$ cat src/sv/fhsa_pkg.sv
package fhsa_pkg;
	localparam int unsigned ADDR_LIMIT = 65536;

	typedef enum logic [2:0] {
		CMD_ALLOC = 3'd0,
		CMD_FREE  = 3'd1,
		CMD_TOTAL = 3'd2,
		CMD_CONTIG = 3'd3,
		CMD_INIT  = 3'd4
	} cmd_t;

	typedef enum logic [1:0] {
		ST_OK   = 2'd0,
		ST_FAIL = 2'd1,
		ST_FULL = 2'd2
	} status_t;

	typedef enum logic [1:0] {
		REG_POLICY   = 2'd0,
		REG_MEM_SIZE = 2'd1,
		REG_RESERVED = 2'd2
	} reg_idx_t;

	localparam logic [1:0] POL_BEST  = 2'd1;
	localparam logic [1:0] POL_WORST = 2'd2;

	typedef enum logic [3:0] {
		S_IDLE,
		S_SCAN_RD,
		S_SCAN,
		S_DECIDE,
		S_WRITE,
		S_SHIFT_RD,
		S_SHIFT_WR,
		S_SUM_RD,
		S_SUM,
		S_DONE
	} state_t;

	typedef struct packed {
		logic [2:0]  cmd;
		logic [15:0] seg_base;
		logic [16:0] seg_size;
	} req_t;

	typedef struct packed {
		logic [1:0]  status;
		logic [15:0] alloc_base;
		logic        answer;
		logic [16:0] free_total;
	} rsp_t;
endpackage

$ cat src/sv/fhsa_if.sv
interface fhsa_req_if;
	import fhsa_pkg::*;
	logic valid;
	logic ready;
	req_t data;
	modport source (output valid, output data, input ready);
	modport sink (input valid, input data, output ready);
endinterface

interface fhsa_rsp_if;
	import fhsa_pkg::*;
	logic valid;
	logic ready;
	rsp_t data;
	modport source (output valid, output data, input ready);
	modport sink (input valid, input data, output ready);
endinterface

$ cat src/sv/free_hole_segment_allocator.sv
// Hole allocator: one command in flight, walked through a single table port.
// Flow: init, a total check or an unused command go straight to the sum walk over the holes in
//   use; a contiguous check, an alloc or a free first scan the holes, and an alloc or free that
//   removes an entry or a free that opens a new slot shift entries before the sum walk.
// One command at a time: a new one is taken only in idle; a waiting result beat holds the finish.
// Reset: hole count, config (policy 0, size 4096, reserved 128) and control clear at once;
//   table contents are not cleared, only entries below the count are read.
module free_hole_segment_allocator #(
	parameter int unsigned MAX_HOLES = 16
) (
	input  logic        clk,
	input  logic        arst_n,
	fhsa_req_if.sink    req,
	fhsa_rsp_if.source  rsp,
	input  logic        cfg_we,
	input  logic [1:0]  cfg_index,
	input  logic [16:0] cfg_data
);
	import fhsa_pkg::*;

	localparam int unsigned AW = (MAX_HOLES > 1) ? $clog2(MAX_HOLES) : 1;
	localparam int unsigned CW = $clog2(MAX_HOLES + 1);
	localparam logic [CW-1:0] FULL = CW'(MAX_HOLES);

	// configuration
	logic [1:0]  policy_q;
	logic [16:0] memsize_q, reserved_q;

	// control
	state_t      state_q, state_d;
	logic [CW-1:0] count_q, count_d;
	logic [CW-1:0] idx_q, idx_d;     // scan / shift pointer
	req_t        req_q, req_d;
	// scan results
	logic        found_q, found_d;
	logic [AW-1:0] pick_q, pick_d;
	logic [16:0] pick_len_q, pick_len_d;
	logic [15:0] pick_start_q, pick_start_d;
	logic        bad_q, bad_d;       // free overlaps
	logic [CW-1:0] pos_q, pos_d;     // free insertion point
	logic [15:0] lo_start_q, lo_start_d; // hole below insertion point
	logic [16:0] lo_len_q, lo_len_d;
	logic [15:0] hi_start_q, hi_start_d; // hole at insertion point
	logic [16:0] hi_len_q, hi_len_d;
	logic        ans_q, ans_d;
	logic [1:0]  stat_q, stat_d;
	logic [15:0] abase_q, abase_d;
	logic [16:0] sum_q, sum_d;
	logic        remove_q, remove_d; // shift down over the removed entry (else up)
	// final write after shifting
	logic [AW-1:0] fw_addr_q, fw_addr_d;
	logic [15:0] fw_start_q, fw_start_d;
	logic [16:0] fw_len_q, fw_len_d;
	logic        fw_en_q, fw_en_d;
	// output register
	logic        ovalid_q;
	rsp_t        odata_q;
	logic        load_out;           // result moves into the output register

	// table port
	logic          t_we;
	logic [AW-1:0] t_waddr, t_raddr;
	logic [15:0]   t_wstart, t_rstart;
	logic [16:0]   t_wlen, t_rlen;

	fhsa_table #(.DEPTH(MAX_HOLES), .AW(AW)) u_table (
		.clk(clk), .we(t_we), .waddr(t_waddr), .wstart(t_wstart), .wlen(t_wlen),
		.raddr(t_raddr), .rstart(t_rstart), .rlen(t_rlen)
	);

	assign req.ready = (state_q == S_IDLE);
	assign rsp.valid = ovalid_q;
	assign rsp.data  = odata_q;
	assign load_out  = (state_q == S_DONE) && (!ovalid_q || rsp.ready);

	always_ff @(posedge clk or negedge arst_n) begin
		if (!arst_n) begin
			policy_q   <= '0;
			memsize_q  <= 17'd4096;
			reserved_q <= 17'd128;
		end else if (cfg_we) begin
			case (cfg_index)
				REG_POLICY:   policy_q   <= cfg_data[1:0];
				REG_MEM_SIZE: memsize_q  <= cfg_data;
				REG_RESERVED: reserved_q <= cfg_data;
				default: ;
			endcase
		end
	end

	// shared compare/add datapath signals
	logic [16:0] hole_end;     // start + length of the entry being read
	logic [17:0] req_end;      // base + size of a free
	logic [16:0] top;

	always_comb begin
		hole_end = 17'(t_rstart) + t_rlen;
		req_end  = 18'(req_q.seg_base) + 18'(req_q.seg_size);
		top      = (memsize_q > 17'(ADDR_LIMIT)) ? 17'(ADDR_LIMIT) : memsize_q;
	end

	always_comb begin
		logic low, high;
		logic [17:0] merged;
		state_d = state_q; count_d = count_q; idx_d = idx_q; req_d = req_q;
		found_d = found_q; pick_d = pick_q; pick_len_d = pick_len_q;
		pick_start_d = pick_start_q; bad_d = bad_q; pos_d = pos_q;
		lo_start_d = lo_start_q; lo_len_d = lo_len_q;
		hi_start_d = hi_start_q; hi_len_d = hi_len_q;
		ans_d = ans_q; stat_d = stat_q; abase_d = abase_q; sum_d = sum_q;
		remove_d = remove_q;
		fw_addr_d = fw_addr_q; fw_start_d = fw_start_q; fw_len_d = fw_len_q;
		fw_en_d = fw_en_q;
		t_we = 1'b0; t_waddr = '0; t_wstart = '0; t_wlen = '0;
		t_raddr = idx_q[AW-1:0];
		low = 1'b0; high = 1'b0; merged = '0;

		case (state_q)
			S_IDLE: begin
				if (req.valid) begin
					req_d = req.data;
					idx_d = '0; found_d = 1'b0; bad_d = 1'b0; pos_d = '0;
					ans_d = 1'b0; stat_d = ST_OK; abase_d = '0; sum_d = '0;
					fw_en_d = 1'b0; remove_d = 1'b0;
					if (req.data.cmd == CMD_INIT) begin
						if (reserved_q < top) begin
							t_we = 1'b1; t_waddr = '0;
							t_wstart = reserved_q[15:0];
							t_wlen = top - reserved_q;
							count_d = CW'(1);
						end else begin
							count_d = '0;
						end
						state_d = S_SUM_RD;
					end else if (req.data.cmd == CMD_ALLOC || req.data.cmd == CMD_FREE
							|| req.data.cmd == CMD_CONTIG) begin
						state_d = S_SCAN_RD;
					end else begin
						state_d = S_SUM_RD;
					end
				end
			end
			S_SCAN_RD: begin
				// address idx presented; data valid next cycle
				if (idx_q >= count_q) begin
					state_d = S_DECIDE;
				end else begin
					state_d = S_SCAN;
				end
			end
			S_SCAN: begin
				case (req_q.cmd)
					CMD_ALLOC: begin
						if (t_rlen >= req_q.seg_size) begin
							if (!found_q
								|| (policy_q == POL_BEST && t_rlen < pick_len_q)
								|| (policy_q == POL_WORST && t_rlen > pick_len_q)) begin
								found_d = 1'b1; pick_d = idx_q[AW-1:0];
								pick_len_d = t_rlen; pick_start_d = t_rstart;
							end
						end
					end
					CMD_FREE: begin
						if (18'(t_rstart) < req_end
							&& 17'(req_q.seg_base) < hole_end) begin
							bad_d = 1'b1;
						end
						if (t_rstart < req_q.seg_base) begin
							pos_d = idx_q + CW'(1);
							lo_start_d = t_rstart; lo_len_d = t_rlen;
						end else if (pos_q == idx_q) begin
							hi_start_d = t_rstart; hi_len_d = t_rlen;
						end
					end
					default: begin
						if (t_rlen >= req_q.seg_size) ans_d = 1'b1;
					end
				endcase
				idx_d = idx_q + CW'(1);
				// first fit stops at the first hit
				if (req_q.cmd == CMD_ALLOC && policy_q != POL_BEST && policy_q != POL_WORST
					&& t_rlen >= req_q.seg_size) begin
					state_d = S_DECIDE;
				end else begin
					t_raddr = idx_d[AW-1:0];
					state_d = S_SCAN_RD;
				end
			end
			S_DECIDE: begin
				state_d = S_SUM_RD;
				if (req_q.cmd == CMD_ALLOC) begin
					if (!found_q) begin
						stat_d = ST_FAIL;
					end else begin
						abase_d = pick_start_q;
						if (pick_len_q == req_q.seg_size) begin
							remove_d = 1'b1;
							idx_d = CW'(pick_q);
							count_d = count_q - CW'(1);
							state_d = S_SHIFT_RD;
						end else begin
							t_we = 1'b1; t_waddr = pick_q;
							t_wstart = pick_start_q + req_q.seg_size[15:0];
							t_wlen = pick_len_q - req_q.seg_size;
						end
					end
				end else if (req_q.cmd == CMD_FREE) begin
					low  = (pos_q != '0) && (17'(lo_start_q) + lo_len_q
						== 17'(req_q.seg_base));
					high = (pos_q < count_q) && (req_end == 18'(hi_start_q));
					if (req_q.seg_size == '0) begin
						stat_d = ST_OK;
					end else if (req_end > 18'(ADDR_LIMIT) || bad_q) begin
						stat_d = ST_FAIL;
					end else if (low && high) begin
						merged = 18'(lo_len_q) + 18'(req_q.seg_size) + 18'(hi_len_q);
						t_we = 1'b1; t_waddr = AW'(pos_q - CW'(1));
						t_wstart = lo_start_q; t_wlen = merged[16:0];
						remove_d = 1'b1; idx_d = pos_q;
						count_d = count_q - CW'(1);
						state_d = S_SHIFT_RD;
					end else if (low) begin
						t_we = 1'b1; t_waddr = AW'(pos_q - CW'(1));
						t_wstart = lo_start_q; t_wlen = lo_len_q + req_q.seg_size;
					end else if (high) begin
						t_we = 1'b1; t_waddr = AW'(pos_q);
						t_wstart = req_q.seg_base; t_wlen = hi_len_q + req_q.seg_size;
					end else if (count_q >= FULL) begin
						stat_d = ST_FULL;
					end else begin
						// open a slot at pos: walk from the top downwards
						remove_d = 1'b0; idx_d = count_q;
						fw_en_d = 1'b1; fw_addr_d = AW'(pos_q);
						fw_start_d = req_q.seg_base; fw_len_d = req_q.seg_size;
						count_d = count_q + CW'(1);
						state_d = S_SHIFT_RD;
					end
				end
			end
			S_SHIFT_RD: begin
				// remove: copy idx+1 to idx while idx < count; insert: copy idx-1 to idx
				if (remove_q) begin
					if (idx_q >= count_q) begin
						state_d = S_SUM_RD;
					end else begin
						t_raddr = AW'(idx_q + CW'(1));
						state_d = S_SHIFT_WR;
					end
				end else begin
					if (idx_q <= pos_q) begin
						if (fw_en_q) begin
							t_we = 1'b1; t_waddr = fw_addr_q;
							t_wstart = fw_start_q; t_wlen = fw_len_q;
						end
						state_d = S_SUM_RD;
					end else begin
						t_raddr = AW'(idx_q - CW'(1));
						state_d = S_SHIFT_WR;
					end
				end
			end
			S_SHIFT_WR: begin
				t_we = 1'b1; t_waddr = idx_q[AW-1:0];
				t_wstart = t_rstart; t_wlen = t_rlen;
				idx_d = remove_q ? idx_q + CW'(1) : idx_q - CW'(1);
				state_d = S_SHIFT_RD;
			end
			S_SUM_RD: begin
				// first entry of the summing walk
				idx_d = '0; sum_d = '0;
				t_raddr = '0;
				state_d = S_SUM;
			end
			S_SUM: begin
				if (idx_q >= count_q) begin
					state_d = S_DONE;
				end else begin
					sum_d = sum_q + t_rlen;
					idx_d = idx_q + CW'(1);
					t_raddr = idx_d[AW-1:0];
				end
			end
			S_DONE: begin
				// wait here while the previous result beat is still held
				if (req_q.cmd == CMD_TOTAL) ans_d = (sum_q >= req_q.seg_size);
				if (!ovalid_q || rsp.ready) state_d = S_IDLE;
			end
			default: state_d = S_IDLE;
		endcase
	end

	always_ff @(posedge clk or negedge arst_n) begin
		if (!arst_n) begin
			state_q  <= S_IDLE;
			count_q  <= '0;
			ovalid_q <= 1'b0;
		end else begin
			state_q <= state_d;
			count_q <= count_d;
			if (load_out) begin
				ovalid_q <= 1'b1;
			end else if (rsp.ready) begin
				ovalid_q <= 1'b0;
			end
		end
	end

	always_ff @(posedge clk) begin
		idx_q <= idx_d; req_q <= req_d; found_q <= found_d; pick_q <= pick_d;
		pick_len_q <= pick_len_d; pick_start_q <= pick_start_d; bad_q <= bad_d;
		pos_q <= pos_d; lo_start_q <= lo_start_d; lo_len_q <= lo_len_d;
		hi_start_q <= hi_start_d; hi_len_q <= hi_len_d; ans_q <= ans_d;
		stat_q <= stat_d; abase_q <= abase_d; sum_q <= sum_d;
		remove_q <= remove_d;
		fw_addr_q <= fw_addr_d; fw_start_q <= fw_start_d; fw_len_q <= fw_len_d;
		fw_en_q <= fw_en_d;
		if (load_out) begin
			odata_q.status     <= stat_q;
			odata_q.alloc_base <= abase_q;
			odata_q.answer     <= (req_q.cmd == CMD_TOTAL) ? (sum_q >= req_q.seg_size)
				: ans_q;
			odata_q.free_total <= sum_q;
		end
	end
endmodule

$ cat src/sv/fhsa_table.sv
module fhsa_table #(
	parameter int unsigned DEPTH = 16,
	parameter int unsigned AW = 4
) (
	input  logic          clk,
	input  logic          we,
	input  logic [AW-1:0] waddr,
	input  logic [15:0]   wstart,
	input  logic [16:0]   wlen,
	input  logic [AW-1:0] raddr,
	output logic [15:0]   rstart,
	output logic [16:0]   rlen
);
	logic [32:0] mem [DEPTH];

	always_ff @(posedge clk) begin
		if (we) begin
			mem[waddr] <= {wstart, wlen};
		end
		{rstart, rlen} <= mem[raddr];
	end
endmodule

$ cat src/flat_wrapper.sv
// flat-port wrapper written by rule: the top's interface ports become plain ports
module free_hole_segment_allocator_flat import fhsa_pkg::*;
#(
	parameter int unsigned MAX_HOLES = 16
)
  (clk, arst_n, cfg_we, cfg_index, cfg_data, req_valid, req_data, req_ready, rsp_valid, rsp_data, rsp_ready);
  fhsa_req_if req_i ();
  fhsa_rsp_if rsp_i ();
  input  logic clk;
  input  logic arst_n;
  input  logic cfg_we;
  input  logic [1:0] cfg_index;
  input  logic [16:0] cfg_data;
  input wire logic [$bits(req_i.valid)-1:0] req_valid;
  input wire logic [$bits(req_i.data)-1:0] req_data;
  output wire logic [$bits(req_i.ready)-1:0] req_ready;
  output wire logic [$bits(rsp_i.valid)-1:0] rsp_valid;
  output wire logic [$bits(rsp_i.data)-1:0] rsp_data;
  input wire logic [$bits(rsp_i.ready)-1:0] rsp_ready;
  assign req_i.valid = req_valid;
  assign req_i.data = req_data;
  assign req_ready = req_i.ready;
  assign rsp_valid = rsp_i.valid;
  assign rsp_data = rsp_i.data;
  assign rsp_i.ready = rsp_ready;
  free_hole_segment_allocator #(.MAX_HOLES(MAX_HOLES)) u_core (.clk(clk), .arst_n(arst_n), .req(req_i), .rsp(rsp_i), .cfg_we(cfg_we), .cfg_index(cfg_index), .cfg_data(cfg_data));
endmodule
$ cat config.mk
export PLATFORM = sky130hd
export DESIGN_NAME = free_hole_segment_allocator_flat
export DESIGN_NICKNAME = d
export VERILOG_FILES = /design/src/sv/fhsa_pkg.sv /design/src/sv/fhsa_if.sv /design/src/sv/free_hole_segment_allocator.sv /design/src/sv/fhsa_table.sv /design/src/flat_wrapper.sv
export SDC_FILE = /design/constraint.sdc
export NUM_CORES = 1
export LEC_CHECK = 0
export BUFFER_PORTS_ARGS = -buffer_cell sky130_fd_sc_hd__buf_2
export CORE_AREA = 4 4 322 324
export DETAILED_ROUTE_END_ITERATION = 10
export DIE_AREA = 0 0 326 328
export HOLD_SLACK_MARGIN = 0.12
export PLACE_DENSITY_LB_ADDON = 0.2
export SLEW_MARGIN = 20
export SYNTH_ARGS = -nofsm -noshare
export SYNTH_HDL_FRONTEND = slang
export SYNTH_SLANG_ARGS = --single-unit
$ cat constraint.sdc
create_clock -name clk -period 20.4 [get_ports clk]
set_input_delay 3.06 -clock clk [delete_from_list [all_inputs] [get_ports clk]]
set_output_delay 3.06 -clock clk [all_outputs]
set_load 0.05 [all_outputs]
==> impl_summary.md <==
Status
The flow ran to the end, and the final reports show no timing, DRC or antenna violations.

Synthesis
The synthesized instance count is 3604. The dominant register cell in the synthesized netlist is edfxtp_1. The number of warnings printed during yosys synthesis is 0. The register bit count reported by yosys is 869.

The number of different library cells used by synthesis comes to 92. Ranked by total cell area, the synthesized netlist is headed by edfxtp_1, ha_1, mux2i_1, dfrtp_1, nand2_1. In the synthesized netlist, the cells that appear most often are edfxtp_1, ha_1, nand2_1. After synthesis the cells add up to between 40000 and 50000 um^2. The dominant cell by count in the synthesized netlist is edfxtp_1.

The sequential-to-total area share from yosys stat is 0.566. Of the post-synthesis cell area, the dominant cell type holds 0.526. Yosys mapped a number of flops with a built-in enable equal to just under 800. The synthesized net count is 3965. Averaged over all synthesized cells, the footprint is between 10 and 15 um^2. For this run, asynchronously set or reset flops after synthesis account for 0.0529. Of all cell types, the one taking the most synthesized area is edfxtp_1.

Drt
In the final routing, the length of wire on met1 measures just under 60 mm. The highest layer used for signal routing is met4. The routed design has between 100 and 150 mm of wire. The first-iteration detailed-routing DRC count is about 3.0k. Detailed routing inserted a total of 31.0k vias. Dividing the detail-routed wire length by the instance count gives about 26 um.

The routed wire length on met2 is between 60 and 70 mm. Detailed routing placed a total of just under 10 mm of wire on met3. The final routed DRC violation total is 0.

The number of vias per cell after detailed routing is around 6.0. The count of TritonRoute iterations in the first routing pass is 6. The remaining number of nets flagged by the antenna check after routing is 0.

Clock network
The clock transition time at the flip-flop clock pins of the worst setup and hold paths is approximately 0.060 ns. The count of buffers added by post-CTS timing repair for setup is 0. The number of buffers added to fix hold violations after cts is 0.

The clock root buffer master is clkbuf_16. The H-tree was split into 3 levels. The clock sink count is 869. The maximum count of clock buffers along a single path is 3. The number of clock buffers added by TritonCTS is 94.

TritonCTS built the clock tree. The clock insertion delay at the later pin of the skew report is about 0.70 ns. The post-cts sizing count is 0.

Timing
After layout, the worst setup slack is 14.16 ns. The actual slew at the worst max-slew pin is approximately 1.1 ns. Setup violations remaining at the end of the flow were counted as 0. The final number of max-transition violations came to 0. The relative max-transition margin is 0.250.

The post-route minimum period is roughly 6.2 ns. Dividing the final minimum period by the clock period gives 0.306. Setup total negative slack on the finished layout was measured at 0 ns. The clock arrives with roughly 0.042 ns of skew. The peak clock frequency supported by timing is approximately 160 MHz. The tightest hold path in the finished design has a slack of ~0.4 ns. Setup repair after global routing left no endpoint under its margin.

The final number of hold-violating endpoints is 0.

Power and ir drop
VDD sags by at most 0.183 mV. The standby leakage power is 19.2 nW. The power density over cell area is 154 nW/um^2.

Hold path
The worst hold path depth is 0. The worst hold path belongs to the class reg -> reg. The endpoint of the worst hold-timing path is u_core.rsp.data[26]$_DFFE_PP_. In this run the most critical hold path is launched from u_core.abase_q[8]$_SDFFCE_PN0P_.

Critical path
The sort of element at the end of the critical path is a flop. In this run the critical register-to-register path is launched from u_core.req_q[1]$_DFFE_PP_. The count of buffer and inverter cells on the critical path is 3. STA classifies the critical path startpoint as a flop. The family of cells with the greatest summed delay on the critical path is simple AND/OR/NAND/NOR gates.

The worst setup path is of the reg -> reg kind. The peak per-stage delay on the critical path is just under 0.6 ns. The arrival time of data at the critical path endpoint is approximately 6.6 ns.

The critical path depth is 16. Along the worst path, the maximum fanout reaches 22. The critical path goes through buf_4, inv_1, fa_1, xor2_1, xnor2_1, a2111oi_0, o221ai_1, a2111oi_0, and4_1, nand3_1, nor2_1, a31oi_1, o21ai_1, nand3_1, nor2_4, buf_4. Data on the critical path is required at its endpoint by between 20 and 25 ns. The largest individual stage delay along the critical path comes from the cell nor2_1. For flop-to-flop paths, the worst setup slack is 14.16 ns. The worst register-to-register path ends at u_core.u_table.mem[10][6]$_DFFE_PP_. The depth of the most critical reg-to-reg path is 16.

Final layout
The flip-flop count of the largest register after layout is around 530. The filler cells instantiated in the layout total just under 9k. Across the whole layout, storage elements account for about 26000 um^2. The register name with the most flops is u_core.u_table.mem. The area growth from synthesis to layout is 13.0%. In the final layout, the multi-input gates occupy about 19000 um^2. The final non-filler cell total is 5206. The share of cells above drive strength 1 is 0.127. After the last flow step, the layout net total stands at approximately 4.1k. The final design utilization is 0.504.

Placement
The number of placed cells counting well taps is ~5k. Port buffering added 97 buffers. The global placer's final weighted congestion is 0.956.

Summed over all nets, the half-perimeter wirelength after detailed placement is ~90 mm. The setup slack after placement is between 10 and 15 ns.

Floorplan
For this configuration, the core starts out at a cell density of 0.446. The vertical die dimension is about 330 um. The placement row count is about 120. a little under 100 I/O pins were placed. The die span in x is about 330 um. In this run the standard cell core region covers a little over 100000 um^2. The die covers approximately 110000 um^2.

Global route
The wire length of the first global-routing pass is 200 mm. Entering global routing, the biggest net connects about 140 pins. Global routing finished with a remaining overflow of 0.

The total global-route track usage is 0.252. The initial antenna violation count was 2. The number of global-route vias before repair is 29.9k.

Run
Across the run, the number of max-cap violations was 0.
-- power breakdown --
part	internal (mW)	switching, mW
clock network	1.02	0.734
registers	2.24	0.196
logic	1.40	2.29
total	4.65	3.22
-- worst max-delay path by stage --
stage | start | endpoint | slack [ns]
after floorplan | req_valid | u_core.u_table.mem[0][0]$_DFFE_PP_ | 13.36
after global placement | req_data[34] | u_core.u_table.mem[0][6]$_DFFE_PP_ | 14.08
after detailed placement | req_data[34] | u_core.u_table.mem[0][7]$_DFFE_PP_ | 14.09
after CTS | u_core.req_q[1]$_DFFE_PP_ | u_core.u_table.mem[10][6]$_DFFE_PP_ | 14.18
after global routing | u_core.req_q[1]$_DFFE_PP_ | u_core.u_table.mem[10][6]$_DFFE_PP_ | 13.81
final | u_core.req_q[1]$_DFFE_PP_ | u_core.u_table.mem[10][6]$_DFFE_PP_ | 14.16
-- kinds of logic (layout without fill, tap and decap cells) --
| logic type | Yosys count | in the layout | share of synthesized area |
|---|---|---|---|
| muxes | 256 | 256 | 0.0589 |
| adders and majority gates | 301 | 301 | 0.0878 |
| and+or+nand+nor | 840 | 840 | 0.0932 |
| xor gates and xnor gates | 160 | 160 | 0.0326 |
| other | 0 | 1 | 0 |
| AOI/OAI and AO/OA | 889 | 889 | 0.138 |
| buffers and inverters | 289 | 522 | 0.0243 |
| DFF | 869 | 869 | 0.566 |
-- worst reg2reg max path, cell delays in order (launching register included) --
cell and delay, ns:
edfxtp_1 0.32, buf_4 0.23, inv_1 0.24, fa_1 0.55, xor2_1 0.35, xnor2_1 0.14, a2111oi_0 0.42, o221ai_1 0.19
a2111oi_0 0.31, and4_1 0.24, nand3_1 0.11, nor2_1 0.58, a31oi_1 0.17, o21ai_1 0.49, nand3_1 0.46, nor2_4 0.53
buf_4 0.51
-- metrics by stage --
step | total power [mW] | instance area (um^2)
after global routing | 8.30 | 51000
after global placement | 6.08 | 47700
after detailed placement | 6.12 | 47800
final | 7.87 | 51000
after floorplan | 4.91 | 45100
after CTS | 7.88 | 51000
-- routing by layer --
| layer | global-route usage | vias up |
|---|---|---|
| met4 | 0.103 | 0 |
| met2 | 0.404 | 1231 |
| met3 | 0.0368 | 259 |
| met5 | 0 | - |
| li1 | - | 14200 |
| met1 | 0.346 | 15300 |
-- cells in the final DEF (no fill, tap or decap), drive strengths merged, types with 65 or more instances in the layout --
master  instances
clkbuf        123
a21o           75
nand2         266
mux2           76
o21ai         139
a31oi          86
xor2           65
buf           193
and2           93
nor3           69
ha            275
xnor2          90
nor2          143
a211oi         88
mux2i         180
edfxtp        790
a21oi         164
inv           155
-- cell type report --
cell class | count | area share
Inverter | 153 | 0.0113
Clock buffer | 123 | 0.0500
Clock inverter | 53 | 0.0124
Antenna cell | 1 | 0.0000490
Multi-Input combinational cell | 2446 | 0.368
Tap cell | 1368 | 0.0335
Sequential cell | 869 | 0.500
Timing Repair Buffer | 193 | 0.0246
No activity file was read; power rests on OpenSTA's default activity.
